$ cat src/rtl/cedr_pkg.sv
// ----------------------------------------------------------------------------
// cedr_pkg
// shared constants, codes and types of the call edge dedup recorder
// ----------------------------------------------------------------------------
package cedr_pkg;

  // sizing
  localparam int EDGE_CAP     = 1024;
  localparam int FUNC_COUNT   = 4096;
  localparam int WORD_BITS    = 32;
  localparam int BITMAP_WORDS = (FUNC_COUNT + WORD_BITS - 1) / WORD_BITS;

  // field widths
  localparam int OP_W     = 2;
  localparam int FID_W    = 12;
  localparam int CID_W    = 12;
  localparam int EDGE_W   = CID_W + FID_W;
  localparam int LIMIT_W  = 11;
  localparam int TOTAL_W  = 11;
  localparam int TRACE_W  = 64;
  localparam int STATUS_W = 2;

  // derived widths
  localparam int CNT_W = $clog2(EDGE_CAP + 1);
  localparam int IDX_W = (EDGE_CAP > 1) ? $clog2(EDGE_CAP) : 1;
  localparam int ROW_W = (BITMAP_WORDS > 1) ? $clog2(BITMAP_WORDS) : 1;
  localparam int BIT_W = $clog2(WORD_BITS);

  localparam logic [LIMIT_W-1:0] LIMIT_RESET = LIMIT_W'(1024);

  // operation codes
  localparam logic [OP_W-1:0] OP_ENTRY = 2'd0;
  localparam logic [OP_W-1:0] OP_ALLOW = 2'd1;
  localparam logic [OP_W-1:0] OP_DENY  = 2'd2;

  typedef enum logic [STATUS_W-1:0] {
    ST_OK       = 2'd0,
    ST_DENIED   = 2'd1,
    ST_OVERFLOW = 2'd2
  } cedr_status_t;

  typedef enum logic [1:0] {
    S_IDLE,
    S_SCAN,
    S_COMMIT
  } cedr_state_t;

  // controller to datapath
  typedef struct packed {
    logic load;
    logic scan;
    logic commit;
  } cedr_cmd_t;

  // datapath to controller
  typedef struct packed {
    logic need_scan;
    logic scan_last;
    logic out_free;
  } cedr_sts_t;

endpackage

$ cat src/rtl/cedr_ctrl.sv
// ----------------------------------------------------------------------------
// cedr_ctrl
// sequencer: accept, scan the edge store, commit the result
// ----------------------------------------------------------------------------
module cedr_ctrl import cedr_pkg::*; (
  input  logic      clk,
  input  logic      rst_n,
  input  logic      in_valid,
  output logic      in_ready,
  input  cedr_sts_t sts,
  output cedr_cmd_t cmd
);

  cedr_state_t state_r, state_nxt;

  always_ff @(posedge clk) begin
    if (!rst_n) begin
      state_r <= S_IDLE;
    end else begin
      state_r <= state_nxt;
    end
  end

  always_comb begin
    state_nxt = state_r;
    cmd       = '0;
    in_ready  = 1'b0;
    unique case (state_r)
      S_IDLE: begin
        in_ready = 1'b1;
        if (in_valid) begin
          cmd.load  = 1'b1;
          state_nxt = sts.need_scan ? S_SCAN : S_COMMIT;
        end
      end
      S_SCAN: begin
        cmd.scan = 1'b1;
        if (sts.scan_last) begin
          state_nxt = S_COMMIT;
        end
      end
      S_COMMIT: begin
        // wait for room in the output register
        if (sts.out_free) begin
          cmd.commit = 1'b1;
          state_nxt  = S_IDLE;
        end
      end
      default: begin
        state_nxt = S_IDLE;
      end
    endcase
  end

endmodule

$ cat config.mk
export PLATFORM = sky130hd
export DESIGN_NAME = cedr_ctrl
export DESIGN_NICKNAME = d
export VERILOG_FILES = /design/src/rtl/cedr_pkg.sv /design/src/rtl/cedr_ctrl.sv
export SDC_FILE = /design/constraint.sdc
export NUM_CORES = 1
export LEC_CHECK = 0
export ABC_AREA = 1
export BUFFER_PORTS_ARGS = -buffer_cell sky130_fd_sc_hd__buf_4
export CORE_AREA = 2 2 39 41
export CTS_BUF_LIST = sky130_fd_sc_hd__clkbuf_16
export DETAILED_ROUTE_END_ITERATION = 8
export DIE_AREA = 0 0 41 43
export GPL_TIMING_DRIVEN = 0
export SETUP_SLACK_MARGIN = 0.05
export SLEW_MARGIN = 20
export SYNTH_ARGS = -nofsm -noshare
export SYNTH_HDL_FRONTEND = slang
export SYNTH_SLANG_ARGS = --single-unit
$ cat constraint.sdc
create_clock -name clk -period 2.5 [get_ports clk]
set_input_delay 0.25 -clock clk [delete_from_list [all_inputs] [get_ports clk]]
set_output_delay 0.25 -clock clk [all_outputs]
set_load 0.01 [all_outputs]
==> out/metrics.cfg <==
[route]
route.detailed.wl_per_inst_um=7.04
drc_marker_count_from_the_first_detailed_route_iteration=1
ant_nets=0
first_pass_iters=2
via_count=173
route.detailed.vias_per_inst=3.46
drcViolationCount=0
routed_wirelength_um=352

[yosys]
syn_area_per_cell_um2=6.60
synth-simple-area-share_pct=53.4
synth_edf_count=0
synthesized_area_fraction_occupied_by_ao_oa_aoi_and_oai_cells_pct=6.03
yosysTopAreaCell=dfxtp_1
post_synth_num_cell_types=12
post_synth_main_area_contributors=dfxtp_1 (28%), inv_1 (10%), nand2_2 (8.6%)
synth_async_sr_flop_share_pct=0
yosys_register_bits=2
synthesis.instances=22
yosys.area.top_type_share_pct=27.6
postSynthNetCount=28
synth_top_family_by_area=simple AND/OR/NAND/NOR gates
yosysMostFrequentCell=inv_1
synth_xor_xnor_area_share_pct=0
synthesis.area_um2=145
share_of_synthesized_cell_area_in_full_adder_half_adder_and_majority_cells_pct=0
ys.warnings.count=0
muxShareOfSynthArea_pct=0
synth_commonest_cells=inv_1 (4), nand2_1 (3)
synth_top_flop_cell=dfxtp_1
seq_area_frac_synth_pct=27.6

[sta]
timing.final.crit_share_pct=50.7
timing.clock.skew_ps=0.601
grt_setup_unrepaired=false
max_slew_vio_count=0
final_setup_violations=0
timing.final.hold_violations=0
relSlewSlack_pct=87.5
worst_hold_slack_ps=262
timing_worst_slew_pin_value_ps=187
period_minus_slack_ps=1270
fin_tns_setup_ps=0
achievable-frequency_ghz=0.789

[critical_path]
critPathRequiredTime_ps=2250
worstSetupStartpointType=flop
setup.worst_path.class=flop to primary output
endpoint_kind=primary output
timing.reg2reg.setup_slack_ps=1650
worst_endpoint_data_arrival_time_ps=1020
worstPathMaxFanout=5
ff_to_ff_end=state_r[0]
worstReg2RegStart=state_r[1]
r2r_cells=5

[run]
max-cap-violations=0

[power_and_ir_drop]
static-leakage-power_uw=0.000157
pwr_density_cell_nw_per_um2=1080
max-vdd-ir-drop_mv=0.312
design_power_total_uw=333

[layout]
layout-drive-gt1-share_pct=55.9
largest_register_ff_count=2
top_register=state_r
finalInstanceArea_um2=308
nets=42
layout_top_registers=state_r: 2 flops
fill_cell_count=152
stdcell_count=50
syn_to_layout_area_delta_pct=112
antennaDiodeCount=0

[cts]
postCtsResizedCells=0
worst_skew_pair.late_latency_ps=220
htreeDepth=1
worst_setup_hold_path_clk_slew_ps=30
cts_hold_buffers=0
cts-root-buf=clkbuf_16
clockBufferDepth=2
cts_post_setup_buffers_inserted=0
tritoncts.num_buffers=3
clock-sinks=2
tritoncts_clock_tree=yes

[placement]
dp_hpwl_um=271
io_buffers=9
dp_cells=47
post_place_instance_area_um2=233
place_congestion=0.528

[worst_hold_path]
worst_hold_path.num_cells=3
hold_path_end=state_r[0]
hold_path.startpoint=rst_n
hold_path_class=primary input to flop

[global_routing]
antenna_found_initial=0
globalRoute.totalOverflow=0
grt_pass1_wl_um=510
globalRouteTotalUtil_pct=5.22
grt_pass1_vias=145
grt_max_degree=6

[floorplanning]
dieArea_um2=1760
io_pins=10
die_w_um=41
chipHeight_um=43
fp-row-count=14
area_of_the_placeable_core_um2=1380
start_util_pct=10.5

[outcome]
outcome=completed

==> per-layer routing <==
metal / vias up / GRT usage (%) / part of all wire, %
met5: - / 0 / 0
met3: 2 / 5.24 / 16
met4: 0 / 8.00 / 6.0
met2: 9 / 5.94 / 41
li1: 93 / - / -
met1: 69 / 3.53 / 36
==> power by group <==
group | leakage [µW] | internal, µW | switching, µW
clock network | 0.0000370 | 204 | 36.7
logic | 0.000103 | 25.9 | 25.5
registers | 0.0000165 | 36.2 | 5.45
==> worst max-delay path, cell delays in order (launching register included) <==
cell and delay (ps):
dfxtp_1 400, inv_2 60, nor3_1 180, buf_4 150
==> how the worst max path moves through the flow <==
stage	from	to	slack, ps
floorplan	state_r[1]	cmd[0]	1510
global placement	state_r[1]	cmd[0]	1450
detailed placement	state_r[1]	cmd[0]	1460
CTS	state_r[1]	cmd[0]	1220
global route	state_r[1]	cmd[0]	1150
finish	state_r[1]	cmd[0]	1230
==> per-stage QoR <==
step | setup WS (ps) | util (%)
floorplan | 1510 | -
detailed placement | 1460 | 16.8
finish | 1230 | 22.2
global placement | 1450 | 16.8
CTS | 1220 | 22.2
global route | 1150 | 22.2
==> area by class of cell <==
class                      count  area (µm²)  share of cell area (%)
timing repair buffer           9        67.6                    22.0
tap                           16        20.0                    6.50
inverter                       5        18.8                    6.10
multi-input combinational     15        86.3                    28.0
sequential                     2        40.0                    13.0
clock buffer                   3        75.1                    24.4
==> cell usage in the layout, fill, tap and decap left out <==
master / count
nand2_1: 3
dfxtp_1: 2
nand3b_1: 1
buf_4: 9
nor3_1: 2
nor2_2: 2
a21oi_2: 1
nand3_1: 2
nand3_2: 1
nand2_2: 2
clkbuf_16: 3
inv_2: 1
inv_1: 4
nor2_1: 1
==> kinds of logic after synthesis <==
family / count (synthesis)
AND/OR/NAND/NOR: 14
buffers and inverters: 5
AO/OA/AOI/OAI: 1
flip-flops: 2
No activity file was read; power rests on OpenSTA's default activity.
